<file path="src/rtl/core/rcrs_pkg.sv">
// shared constants, codes and types of the rc reflectance sensor scanner
package rcrs_pkg;

  localparam int NUM_SENSORS = 8;
  localparam int COUNT_WIDTH = 16;

  localparam int IDX_W    = (NUM_SENSORS > 1) ? $clog2(NUM_SENSORS) : 1;
  localparam int CFG_W    = 16;
  localparam int CMP_W    = (COUNT_WIDTH > CFG_W) ? COUNT_WIDTH : CFG_W;
  localparam int SAMPLE_W = 16;
  localparam int OUT_IDX_W = 3;
  localparam int MAP_W    = 8;
  localparam int OP_W     = 2;
  localparam int CFG_IDX_W = 1;

  localparam logic [CFG_W-1:0] PRECHARGE_RST       = CFG_W'(10);
  localparam logic [CFG_W-1:0] BLACK_THRESHOLD_RST = CFG_W'(1500);

  localparam logic [OP_W-1:0] OP_TICK  = 2'd0;
  localparam logic [OP_W-1:0] OP_START = 2'd1;
  localparam logic [OP_W-1:0] OP_STOP  = 2'd2;

  localparam logic [CFG_IDX_W-1:0] REG_PRECHARGE       = 1'b0;
  localparam logic [CFG_IDX_W-1:0] REG_BLACK_THRESHOLD = 1'b1;

  typedef enum logic [1:0] {
    PH_IDLE      = 2'd0,
    PH_START     = 2'd1,
    PH_CHARGE    = 2'd2,
    PH_DISCHARGE = 2'd3
  } phase_t;

  typedef struct packed {
    logic                   we;
    logic [IDX_W-1:0]       idx;
    logic [COUNT_WIDTH-1:0] value;
  } store_wr_t;

  typedef struct packed {
    logic                 pin_drive_enable;
    logic [OUT_IDX_W-1:0] sensor_index;
    logic                 led_on;
    logic                 sample_valid;
    logic [SAMPLE_W-1:0]  sample_value;
  } scan_status_t;

endpackage

</file>
<file path="src/rtl/core/rcrs_ctrl.sv">
// scan sequencer: phase, sensor index, discharge counter and led state
module rcrs_ctrl import rcrs_pkg::*; (
  input  logic               clk,
  input  logic               rst_n,
  input  logic               in_accept,
  input  logic [OP_W-1:0]    in_opcode,
  input  logic               in_pin_level,
  input  logic [CFG_W-1:0]   precharge,
  input  logic [CFG_W-1:0]   black_threshold,
  output store_wr_t          store_wr,
  output scan_status_t       status_nxt
);

  localparam logic [COUNT_WIDTH-1:0] COUNT_MAX = '1;
  localparam logic [IDX_W-1:0]       IDX_LAST  = IDX_W'(NUM_SENSORS - 1);

  phase_t                 phase_r, phase_nxt;
  logic [IDX_W-1:0]       idx_r, idx_nxt;
  logic [COUNT_WIDTH-1:0] count_r, count_nxt;
  logic                   run_r, run_nxt;
  logic                   led_r, led_nxt;
  logic                   smp_valid;
  logic                   charge_done;
  logic                   timeout;

  assign charge_done = CMP_W'(count_r) >= CMP_W'(precharge);
  assign timeout     = CMP_W'(count_r) >= CMP_W'(black_threshold);

  always_comb begin
    phase_nxt = phase_r;
    idx_nxt   = idx_r;
    count_nxt = count_r;
    run_nxt   = run_r;
    led_nxt   = led_r;
    smp_valid = 1'b0;
    unique case (in_opcode)
      OP_TICK: begin
        if (phase_r == PH_START) begin
          phase_nxt = PH_CHARGE;
          count_nxt = '0;
          run_nxt   = 1'b1;
        end else if (phase_r == PH_CHARGE && charge_done) begin
          phase_nxt = PH_DISCHARGE;
          count_nxt = '0;
        end else if (phase_r == PH_DISCHARGE && (!in_pin_level || timeout)) begin
          smp_valid = 1'b1;
          run_nxt   = 1'b0;
          phase_nxt = PH_START;
          idx_nxt   = (idx_r == IDX_LAST) ? '0 : idx_r + 1'b1;
        end
        if (run_nxt && count_nxt != COUNT_MAX) begin
          count_nxt = count_nxt + 1'b1;
        end
      end
      OP_START: begin
        phase_nxt = PH_START;
        idx_nxt   = '0;
        count_nxt = '0;
        run_nxt   = 1'b0;
        led_nxt   = 1'b1;
      end
      OP_STOP: begin
        phase_nxt = PH_IDLE;
        count_nxt = '0;
        run_nxt   = 1'b0;
        led_nxt   = 1'b0;
      end
      default: begin
      end
    endcase
  end

  always_comb begin
    store_wr.we    = in_accept && smp_valid;
    store_wr.idx   = idx_r;
    store_wr.value = count_r;

    status_nxt.pin_drive_enable = (phase_nxt == PH_CHARGE);
    status_nxt.sensor_index     = OUT_IDX_W'(idx_nxt);
    status_nxt.led_on           = led_nxt;
    status_nxt.sample_valid     = smp_valid;
    status_nxt.sample_value     = smp_valid ? SAMPLE_W'(count_r) : '0;
  end

  always_ff @(posedge clk) begin
    if (!rst_n) begin
      phase_r <= PH_IDLE;
      idx_r   <= '0;
      count_r <= '0;
      run_r   <= 1'b0;
      led_r   <= 1'b0;
    end else if (in_accept) begin
      phase_r <= phase_nxt;
      idx_r   <= idx_nxt;
      count_r <= count_nxt;
      run_r   <= run_nxt;
      led_r   <= led_nxt;
    end
  end

`ifndef SYNTHESIS
  a_run_only_when_measuring: assert property (@(posedge clk) disable iff (!rst_n)
    run_r |-> (phase_r == PH_CHARGE || phase_r == PH_DISCHARGE))
    else $error("counter running outside charge or discharge");

  a_idle_is_quiet: assert property (@(posedge clk) disable iff (!rst_n)
    phase_r == PH_IDLE |-> !run_r && count_r == '0)
    else $error("idle phase with live counter");

  a_idx_in_range: assert property (@(posedge clk) disable iff (!rst_n)
    idx_r <= IDX_LAST)
    else $error("sensor index out of range");

  a_sample_wraps_to_start: assert property (@(posedge clk) disable iff (!rst_n)
    store_wr.we |=> phase_r == PH_START && !run_r)
    else $error("finished sample did not return to start phase");
`endif

endmodule

</file>
<file path="src/rtl/core/rcrs_store.sv">
// per-sensor discharge count store and black map compare
module rcrs_store import rcrs_pkg::*; (
  input  logic             clk,
  input  logic             rst_n,
  input  store_wr_t        store_wr,
  input  logic [CFG_W-1:0] black_threshold,
  output logic [MAP_W-1:0] black_map_nxt
);

  logic [COUNT_WIDTH-1:0] stored_r [NUM_SENSORS];

  always_ff @(posedge clk) begin
    if (!rst_n) begin
      for (int i = 0; i < NUM_SENSORS; i++) begin
        stored_r[i] <= '0;
      end
    end else if (store_wr.we) begin
      stored_r[store_wr.idx] <= store_wr.value;
    end
  end

  for (genvar g = 0; g < MAP_W; g++) begin : g_map
    if (g < NUM_SENSORS) begin : g_live
      logic [COUNT_WIDTH-1:0] val;
      assign val = (store_wr.we && store_wr.idx == IDX_W'(g)) ? store_wr.value
                                                              : stored_r[g];
      assign black_map_nxt[g] = CMP_W'(val) >= CMP_W'(black_threshold);
    end else begin : g_absent
      assign black_map_nxt[g] = 1'b0;
    end
  end

endmodule

</file>
<file path="src/rtl/core/rc_reflectance_sensor_scanner_unit.sv">
// top level of the rc reflectance sensor scanner: config, handshake, result register
//
//  channel | direction | handshake        | payload
//  in_     | input     | in_valid/in_stall   | in_opcode, in_pin_level
//  out_    | output    | out_valid/out_stall | pin drive, index, led, sample, black map
//  cfg_    | input     | cfg_valid/cfg_ready | cfg_index, cfg_data
//
//  one transaction per cycle while in_stall is low; its result appears in the cycle after acceptance
//  the result register is the only pipeline stage, set by the sequencer and compare logic
//  reset restores precharge 10, black_threshold 1500, idle phase and a zeroed store
//  in_stall follows out_stall while a result is held; cfg_ready is always high
module rc_reflectance_sensor_scanner_unit import rcrs_pkg::*; (
  input  logic                 clk,
  input  logic                 rst_n,
  input  logic                 in_valid,
  output logic                 in_stall,
  input  logic [OP_W-1:0]      in_opcode,
  input  logic                 in_pin_level,
  output logic                 out_valid,
  input  logic                 out_stall,
  output logic                 out_pin_drive_enable,
  output logic [OUT_IDX_W-1:0] out_sensor_index,
  output logic                 out_led_on,
  output logic                 out_sample_valid,
  output logic [SAMPLE_W-1:0]  out_sample_value,
  output logic [MAP_W-1:0]     out_black_map,
  input  logic                 cfg_valid,
  output logic                 cfg_ready,
  input  logic [CFG_IDX_W-1:0] cfg_index,
  input  logic [CFG_W-1:0]     cfg_data
);

  logic [CFG_W-1:0] precharge_r;
  logic [CFG_W-1:0] black_threshold_r;
  logic             in_accept;
  store_wr_t        store_wr;
  scan_status_t     status_nxt;
  scan_status_t     status_r;
  logic [MAP_W-1:0] black_map_nxt;
  logic [MAP_W-1:0] black_map_r;
  logic             out_valid_r;

  assign cfg_ready = 1'b1;
  assign in_stall  = out_valid_r && out_stall;
  assign in_accept = in_valid && !in_stall;

  always_ff @(posedge clk) begin
    if (!rst_n) begin
      precharge_r       <= PRECHARGE_RST;
      black_threshold_r <= BLACK_THRESHOLD_RST;
    end else if (cfg_valid && cfg_ready) begin
      unique case (cfg_index)
        REG_PRECHARGE:       precharge_r       <= cfg_data;
        REG_BLACK_THRESHOLD: black_threshold_r <= cfg_data;
        default: begin
        end
      endcase
    end
  end

  rcrs_ctrl u_ctrl (
    .clk             (clk),
    .rst_n           (rst_n),
    .in_accept       (in_accept),
    .in_opcode       (in_opcode),
    .in_pin_level    (in_pin_level),
    .precharge       (precharge_r),
    .black_threshold (black_threshold_r),
    .store_wr        (store_wr),
    .status_nxt      (status_nxt)
  );

  rcrs_store u_store (
    .clk             (clk),
    .rst_n           (rst_n),
    .store_wr        (store_wr),
    .black_threshold (black_threshold_r),
    .black_map_nxt   (black_map_nxt)
  );

  always_ff @(posedge clk) begin
    if (!rst_n) begin
      out_valid_r <= 1'b0;
    end else if (in_accept) begin
      out_valid_r <= 1'b1;
    end else if (!out_stall) begin
      out_valid_r <= 1'b0;
    end
  end

  always_ff @(posedge clk) begin
    if (in_accept) begin
      status_r    <= status_nxt;
      black_map_r <= black_map_nxt;
    end
  end

  assign out_valid            = out_valid_r;
  assign out_pin_drive_enable = status_r.pin_drive_enable;
  assign out_sensor_index     = status_r.sensor_index;
  assign out_led_on           = status_r.led_on;
  assign out_sample_valid     = status_r.sample_valid;
  assign out_sample_value     = status_r.sample_value;
  assign out_black_map        = black_map_r;

`ifndef SYNTHESIS
  a_accept_gives_result: assert property (@(posedge clk) disable iff (!rst_n)
    in_accept |=> out_valid)
    else $error("accepted transaction produced no result");

  a_start_result: assert property (@(posedge clk) disable iff (!rst_n)
    in_accept && in_opcode == OP_START |=>
      out_led_on && out_sensor_index == '0 && !out_pin_drive_enable && !out_sample_valid)
    else $error("start did not restart the scan");

  a_stop_result: assert property (@(posedge clk) disable iff (!rst_n)
    in_accept && in_opcode == OP_STOP |=> !out_led_on && !out_pin_drive_enable)
    else $error("stop left led or pin drive on");

  a_sample_not_driving: assert property (@(posedge clk) disable iff (!rst_n)
    out_valid && out_sample_valid |-> !out_pin_drive_enable)
    else $error("sample reported while pin driven");

  a_no_sample_zero_value: assert property (@(posedge clk) disable iff (!rst_n)
    out_valid && !out_sample_valid |-> out_sample_value == '0)
    else $error("sample value without sample");
`endif

endmodule

</file>
<file path="config.mk">
export PLATFORM = sky130hd
export DESIGN_NAME = rc_reflectance_sensor_scanner_unit
export DESIGN_NICKNAME = d
export VERILOG_FILES = /design/src/rtl/core/rcrs_pkg.sv /design/src/rtl/core/rcrs_ctrl.sv /design/src/rtl/core/rcrs_store.sv /design/src/rtl/core/rc_reflectance_sensor_scanner_unit.sv
export SDC_FILE = /design/constraint.sdc
export NUM_CORES = 1
export LEC_CHECK = 0
export BUFFER_PORTS_ARGS = -buffer_cell sky130_fd_sc_hd__buf_2
export CORE_UTILIZATION = 63
export CTS_CLUSTER_DIAMETER = 200
export DETAILED_ROUTE_END_ITERATION = 16
export PLACE_DENSITY = 0.91
export SYNTH_ARGS = -nofsm -noshare
export SYNTH_HDL_FRONTEND = slang
export SYNTH_HIERARCHICAL = 1
export SYNTH_SLANG_ARGS = --single-unit
export TNS_END_PERCENT = 5
</file>
<file path="constraint.sdc">
create_clock -name clk -period 6.5 [get_ports clk]
set_input_delay 0.65 -clock clk [delete_from_list [all_inputs] [get_ports clk]]
set_output_delay 0.65 -clock clk [all_outputs]
set_load 0.1 [all_outputs]
</file>
==> results of run 1 <==
-- worst max-delay path by stage --
stage | from | end | slack [ns] | depth (start not counted)
after floorplan | out_valid | out_black_map[1] | 0.88 | 13
after global placement | black_threshold_r[11] | out_black_map[2] | 1.20 | 16
after detailed placement | black_threshold_r[11] | out_black_map[2] | 0.92 | 16
after CTS | black_threshold_r[11] | out_black_map[2] | 0.79 | 17
after global routing | black_threshold_r[11] | out_black_map[2] | 0.29 | 17
final | black_threshold_r[11] | out_black_map[2] | 0.64 | 17
-- metal layers --
layer  vias to the layer above  track usage [%]  part of all wire [%]
met5                         -                0                     0
met4                         0            20.80                   6.6
met3                       199            5.813                   9.8
met2                       682            52.44                    45
met1                      5253            41.96                    38
li1                       4948                -                     -
-- flip-flops by register name, indices dropped and copies added (netlist names), 2 cells and up --
name               cells
out_sample_value      16
u_ctrl/count_r        16
u_store/stored_r     128
u_ctrl/phase_r         2
out_sensor_index       3
precharge_r           16
u_ctrl/idx_r           3
out_black_map          8
black_threshold_r     16
-- through the flow --
stage	cell area, sq um	setup slack [ns]	instances	hold WS, ns	utilization, %
detailed placement	14510	0.9197	1608	0.4556	66.48
CTS	15320	0.7877	1652	0.3330	70.20
global route	15320	0.2881	1652	0.3568	70.20
floorplan	14040	0.8796	1319	0.4347	-
global placement	14510	1.201	1608	0.4430	66.48
finish	15320	0.6444	1652	0.3429	70.20
-- Yosys cell counts, types with 17 or more instances --
| library cell | count | area share, % |
|---|---|---|
| ha_1 | 166 | 15 |
| edfxtp_1 | 158 | 34 |
| nand2_1 | 148 | 4.0 |
| mux2_2 | 98 | 7.9 |
| and3_1 | 82 | 3.7 |
| and2_1 | 65 | 2.9 |
| inv_1 | 65 | 1.7 |
| a21oi_1 | 62 | 2.2 |
| dfxtp_1 | 56 | 8.0 |
| clkbuf_1 | 43 | 1.1 |
| nor2_1 | 37 | 0.99 |
| mux2i_1 | 31 | 2.2 |
| nand4_1 | 26 | 1.2 |
| o21ai_0 | 25 | 0.89 |
| nor3_1 | 21 | 0.75 |
| nand2b_1 | 19 | 0.85 |
| o211ai_1 | 18 | 0.96 |
| nand3_1 | 17 | 0.61 |
-- layout make-up --
cell class                 instances  area (sq um)  share of cell area, %
clock buffer                      35         755.7                  4.933
clock inverter                     9         56.30                 0.3675
inverter                          66         247.7                  1.617
multi-input combinational        965          7559                  49.34
sequential                       214          5866                  38.29
tap                              280         350.3                  2.287
timing repair buffer              83         485.5                  3.169
-- cells by family (layout without fill, tap and decap cells) --
group / Yosys count / after routing / synth area share (%)
AND/OR/NAND/NOR: 481 / 481 / 18.85
flip-flops: 214 / 214 / 41.79
multiplexers: 137 / 137 / 10.93
other: 1 / 1 / 0.02671
buffers and inverters: 140 / 193 / 4.510
AO/OA/AOI/OAI: 180 / 180 / 9.101
adder cells (fa/ha/maj): 166 / 166 / 14.80
-- power breakdown --
part	internal (W)	switching [W]
clock	0.000809	0.000569
combinational	0.000156	0.000346
sequential	0.00153	0.0000301
total	0.00249	0.000945
-- placed cells by master, fill, tap and decap left out, types with 25 or more instances in the layout --
cell,netlist,final
edfxtp_1,158,158
buf_4,6,28
ha_1,166,166
o21ai_0,25,25
clkbuf_16,0,27
dfxtp_1,56,56
nand4_1,26,26
inv_1,65,65
and3_1,82,82
a21oi_1,62,62
and2_1,65,65
buf_2,16,55
nor2_1,37,37
mux2i_1,31,31
nand2_1,148,148
mux2_2,98,98
==> run metrics, run 1 <==
outcome=finished clean; initial antenna violation count=0; Global Route Usage Sum=33.13%; CP max-delay cell=nor3b_4; sequential area share after synthesis=41.79%; skew final=0.01341 ns; R2R cell count=17; Die Width=151.3 um; H-tree Lvls=1; final hold viol count=0; Post-CTS Setup Bufs=0; synthesized net count=1510; r2r endpoint=out_black_map[2]; Worst-Margin Slew=1.089 ns; worst hold path endpoint=out_valid; hold_buf cts=0; detail-routed via count per cell=6.708; number of enable flip-flop cells after synthesis=158; final setup fails=0; ratio of cells with drive above 1 in the final layout=19.39%; starting density of the core=64.32%; worst hold stages=2; Max Cap Violations=0; Syn Area/Cell=10.64 sq um; nature of the critical path endpoint=flop; Slew Viols, Final=0; Final ANT Viol Nets=0; CTS tree=yes; Clock Pin Slew Worst Setup and Hold Paths=0.06 ns; Rows=54; RSZ-0062 raised after global routing=false; mapped cell area=0.01404 sq mm; fmax=170.8 MHz; Port Buf Inserts=56; Yosys cell types=81; flops & latches, synth=214; worst hold-check path type=input port to flop; Rel. slew slack=27.30%; kind of critical path=flop to flop; Filler Cell Count=1457; HPWL Detailed=22980 um; total clock buffers created by CTS=24; Clk Latency, worst-skew pair=0.54 ns; die area=0.02288 sq mm; cell chain of the critical path=inv_1 > ha_1 > and4_1 > nand2_1 > nor3_1 > o31ai_4 > nor2_1 > and2_1 > nand2b_4 > nor3b_4 > buf_4 > mux2i_1 > ha_1 > nand2b_1 > a2111oi_0 > or4_1 > o211ai_1; Leakage=6.667 nW; Synth Warn #=6; ant diodes=0; largest net degree at the start of global routing=94; top_reg_cell synth=edfxtp_1; CP arrival=6.13 ns; crit share post-route=90.09%; grt total ovfl=0; RR Startpoint=black_threshold_r[11]; vias in the first global route=10760; crit path launch type=flop; Hold Path Origin=in_valid; Post-CTS Resized=0; Starting DRT DRC Count=1273; worst ir drop on vdd=130.2 uV; Period minus WS final=5.856 ns; Syn Inst Count=1319; Initial DRT Pass Iterations=5; Remaining DRCs=0; final wirelength=37680 um; DR WL/cell=22.81 um; die span in y=151.3 um; IO Pins=58; total negative setup slack=0 ns; reg-to-reg setup timing slack=0.64 ns; GP Congestion=0.9525; Design Power=0.003435 W; Clock Tree Root=clkbuf_16; CTS sink cnt=214; Most common cell on crit path=ha_1; area grow syn2layout=9.136%; Buf/Inv on CP=2; worst-case clock buffer depth=3; CP max FO=26; Core Area=0.02182 sq mm; first-pass GRT wire length=57260 um; CP delay by family, top=simple AND/OR/NAND/NOR gates; slowest cell delay on critical path=0.86 ns; PD cells=224.2 mW/mm^2; Post-synth ARST share=0%; nets=1545; CP Data Required Time=6.77 ns; DR vias=11080
Note: power is estimated with default switching activity, not from simulation.
==> run 2, diff against run 1 <==
PLACE_DENSITY = 0.81   (was 0.91)
==> run metrics, run 2 (same netlist as run 1, synthesis figures left out) <==
Final ANT Viol Nets=0; outcome=finished clean; commonest non-fill, non-tap cell in the layout=ha_1; Port Buf Inserts=56; largest register by flop count=u_store/stored_r; commonest non-fill, non-tap cells in the layout=ha_1, edfxtp_1, nand2_1; Starting DRT DRC Count=1048; WHS=0.3573 ns; hold_buf cts=0; Hold Path Origin=in_valid; DR vias=10770; grt total ovfl=0; vias in the first global route=10180; RR Startpoint=u_ctrl/count_r[0]; CP arrival=6.12 ns; GP Congestion=0.9301; R2R cell count=17; r2r endpoint=out_black_map[2]; CP Data Required Time=6.76 ns; die span in y=151.3 um; total negative setup slack=0 ns; nets=1547; initial antenna violation count=0; crit path launch type=flop; Post-CTS Resized=0; detail-routed via count per cell=6.535; worst-case clock buffer depth=3; H-tree Lvls=1; final setup fails=0; Slew Viols, Final=0; Max Cap Violations=0; total clock buffers created by CTS=25; worst hold path endpoint=out_valid; fmax=170.5 MHz; worst ir drop on vdd=169.2 uV; Die Width=151.3 um; CTS tree=yes; kind of critical path=flop to flop; reg-to-reg setup timing slack=0.63 ns; nature of the critical path endpoint=flop; Rows=54; Remaining DRCs=0; Initial DRT Pass Iterations=6; final hold viol count=0; Clock Tree Root=clkbuf_16; starting density of the core=64.32%; HPWL Detailed=22710 um; Clk Latency, worst-skew pair=0.52 ns; Worst-Margin Slew=0.9395 ns; largest net degree at the start of global routing=64; Leakage=6.618 nW; ant diodes=0; die area=0.02288 sq mm; CTS sink cnt=214; crit share post-route=90.24%; DR WL/cell=22.25 um; skew final=0.008436 ns; Post-CTS Setup Bufs=0; Core Area=0.02182 sq mm; PD cells=218.4 mW/mm^2; Rel. slew slack=37.16%; IO Pins=58; Clock Pin Slew Worst Setup and Hold Paths=0.06 ns; ratio of cells with drive above 1 in the final layout=18.64%; worst hold-check path type=input port to flop; Global Route Usage Sum=32.40%; first-pass GRT wire length=56080 um; area grow syn2layout=8.530%; Period minus WS final=5.866 ns; final wirelength=36660 um; RSZ-0062 raised after global routing=false; worst hold stages=2; max reg flops=128; CP max FO=22
[run 2: cell count changes in the layout (fill, tap and decap cells not counted)]
cell / change
clkbuf_1: +3
clkinvlp_4: -1
buf_4: +1
bufinv_16: +1
inv_4: -2
clkinv_2: -3
clkinv_4: -1
clkinv_1: +4
clkbuf_16: -2
clkbuf_8: -4
[run 2: per-layer routing]
metal  GRT usage [%]  share of wire [%]  vias to the layer above
met4           16.25                5.3                        0
li1                -                  -                     4944
met3           4.518                8.2                      126
met1           43.07                 41                     5152
met5               0                  0                        -
met2           51.64                 45                      547
[run 2: worst max-delay path: stages (launching register included)]
cell and delay [ns]:
dfxtp_1 0.32, buf_4 0.27, inv_1 0.16, ha_1 0.29, nand2b_1 0.10, a2111oi_0 0.10
nor3_1 0.53, o31ai_4 0.18, nor2_1 0.64, and2_1 0.45, nand2b_4 0.14, nor3b_4 0.76
buf_4 0.32, mux2_2 0.36, ha_1 0.27, a2111oi_0 0.43, or4_1 0.20, o211ai_1 0.07
[run 2: stage by stage]
| stage | instance area [sq um] | power (W) | std cells | util, % | setup WS, ns |
|---|---|---|---|---|---|
| after global placement | 14520 | 0.002045 | 1609 | 66.51 | 1.043 |
| after CTS | 15230 | 0.003335 | 1648 | 69.81 | 0.6743 |
| after detailed placement | 14520 | 0.002065 | 1609 | 66.51 | 0.7227 |
| after floorplan | 14040 | 0.001940 | 1319 | - | 0.8796 |
| final | 15230 | 0.003328 | 1648 | 69.81 | 0.6344 |
| after global routing | 15230 | 0.003435 | 1648 | 69.81 | 0.2784 |
[run 2: how the worst max path moves through the flow]
stage,start,end,slack [ns],depth (start not counted)
floorplan,out_valid,out_black_map[1],0.88,13
global placement,u_ctrl/count_r[0],out_black_map[2],1.04,17
detailed placement,u_ctrl/count_r[0],out_black_map[2],0.72,17
CTS,u_ctrl/count_r[0],out_black_map[2],0.67,17
global route,u_ctrl/count_r[0],out_black_map[2],0.28,17
finish,u_ctrl/count_r[0],out_black_map[2],0.63,17
[run 2: power breakdown]
part	internal [W]	switching [W]	total, W
registers	0.00153	0.0000288	0.00156
clock network	0.000745	0.000533	0.00128
logic	0.000155	0.000339	0.000494
total	0.00243	0.000901	0.00333
[run 2: cell type report]
cell class / instances / area (sq um)
flip-flops and latches: 214 / 5866
well taps: 280 / 350.3
clock inverters: 7 / 57.56
repair buffers: 84 / 493.0
fillers: 1624 / 6589
multi-input cells: 965 / 7559
clock buffers: 32 / 661.9
inverters: 66 / 247.7
==> run 3, diff against run 2 <==
MAX_ROUTING_LAYER = met4   (was not set)
REMOVE_ABC_BUFFERS = 1   (was not set)
==> run metrics, run 3 (same netlist as run 1, synthesis figures left out) <==
Slew Viols, Final=0; Rows=54; placed cell count=1608; CP max-delay cell=or2_1; Post-CTS Setup Bufs=0; Port Buf Inserts=56; Clock Tree Root=clkbuf_16; Most common cell on crit path=ha_1; GP Congestion=0.8737; Starting DRT DRC Count=1050; DR WL/cell=21.96 um; crit share post-route=86.99%; Period minus WS final=5.654 ns; max reg flops=128; area grow syn2layout=9.047%; die span in y=151.3 um; die area=0.02288 sq mm; Filler Cell Count=1542; CP Data Required Time=6.88 ns; fin cells=1652; total clock buffers created by CTS=24; nature of the critical path endpoint=flop; CTS tree=yes; Rel. slew slack=24.89%; CP delay by family, top=simple AND/OR/NAND/NOR gates; fin util=70.14%; Leakage=6.659 nW; nets=1545; CP max FO=18; HPWL Detailed=22530 um; outcome=finished clean; commonest non-fill, non-tap cells in the layout=ha_1, edfxtp_1, nand2_1; worst-case clock buffer depth=3; Design Power=0.003426 W; ratio of cells with drive above 1 in the final layout=19.17%; CP arrival=6.03 ns; Final Instance Area=0.01531 sq mm; worst ir drop on vdd=245.7 uV; Post-CTS Resized=0; reg-to-reg setup timing slack=0.85 ns; detail-routed via count per cell=6.453; cell chain of the critical path=ha_1 > nand2b_1 > a2111oi_0 > nor3_1 > o31ai_4 > nor2_1 > buf_4 > and2_1 > nand2b_4 > or2_1 > mux2_2 > ha_1 > nand4_1 > nand3b_1 > or4_1 > o211ai_1; total negative setup slack=0 ns; final wirelength=36280 um; IO Pins=58; largest net degree at the start of global routing=71; Die Width=151.3 um; Max Cap Violations=0; Core Area=0.02182 sq mm; Buf/Inv on CP=1; starting density of the core=64.32%; Clk Latency, worst-skew pair=0.53 ns; Worst-Margin Slew=1.125 ns; skew final=0.01216 ns; commonest non-fill, non-tap cell in the layout=ha_1; RSZ-0062 raised after global routing=false; initial antenna violation count=0; fmax=176.9 MHz; kind of critical path=flop to flop; grt total ovfl=0; worst hold-check path type=input port to flop; ant diodes=0; placed cell area=0.01451 sq mm; largest register by flop count=u_store/stored_r; CTS sink cnt=214; vias in the first global route=10150; H-tree Lvls=1; crit path launch type=flop; first-pass GRT wire length=55140 um; hold_buf cts=0; final hold viol count=0; Initial DRT Pass Iterations=6; final setup fails=0; Final ANT Viol Nets=0; DR vias=10660; Clock Pin Slew Worst Setup and Hold Paths=0.06 ns; slowest cell delay on critical path=0.84 ns; PD cells=223.8 mW/mm^2; Global Route Usage Sum=32.75%; Remaining DRCs=0
[run 3: changes by cell type in the layout (fill, tap and decap cells not counted)]
cell | before | now
clkinv_2 | 1 | 4
clkbuf_2 | 0 | 1
nor2b_1 | 5 | 4
clkinv_1 | 5 | 4
clkinv_4 | 0 | 1
clkbuf_1 | 6 | 4
clkbuf_8 | 1 | 2
clkinv_8 | 0 | 1
buf_4 | 29 | 28
nor2b_2 | 0 | 1
bufinv_16 | 1 | 2
[run 3: layer usage]
layer	global-route usage, %	routed length [um]
met3	5.873	3191
met2	51.80	16740
met1	41.50	14850
met5	-	0
met4	13.10	1492
[run 3: area by class of cell]
cell class	instances	area (sq um)	share of cell area, %
repair buffers	83	485.5	3.171
inverters	66	247.7	1.618
clock inverters	12	123.9	0.8092
clock buffers	32	673.1	4.398
flip-flops and latches	214	5866	38.32
well taps	280	350.3	2.289
multi-input cells	965	7561	49.40
[run 3: report_power, final]
group	switching (W)	internal (W)	leakage [nW]
sequential	0.0000300	0.00153	2.02
clock	0.000566	0.000809	0.391
combinational	0.000340	0.000155	4.25
[run 3: stage by stage]
stage	hold WS (ns)	worst slack, ns
2_1_floorplan	0.4347	0.2231
3_3_place_gp	0.4446	1.138
3_5_place_dp	0.4493	1.006
4_1_cts	0.3373	0.9116
5_1_grt	0.3572	0.5608
6_report	0.3479	0.8456
[run 3: worst paths after layout]
kind	startpoint	endpoint	depth (start not counted)
min	in_valid	out_valid	2
min reg2reg	precharge_r[11]	precharge_r[11]	2
max	black_threshold_r[0]	out_black_map[6]	16
max reg2reg	black_threshold_r[0]	out_black_map[6]	16
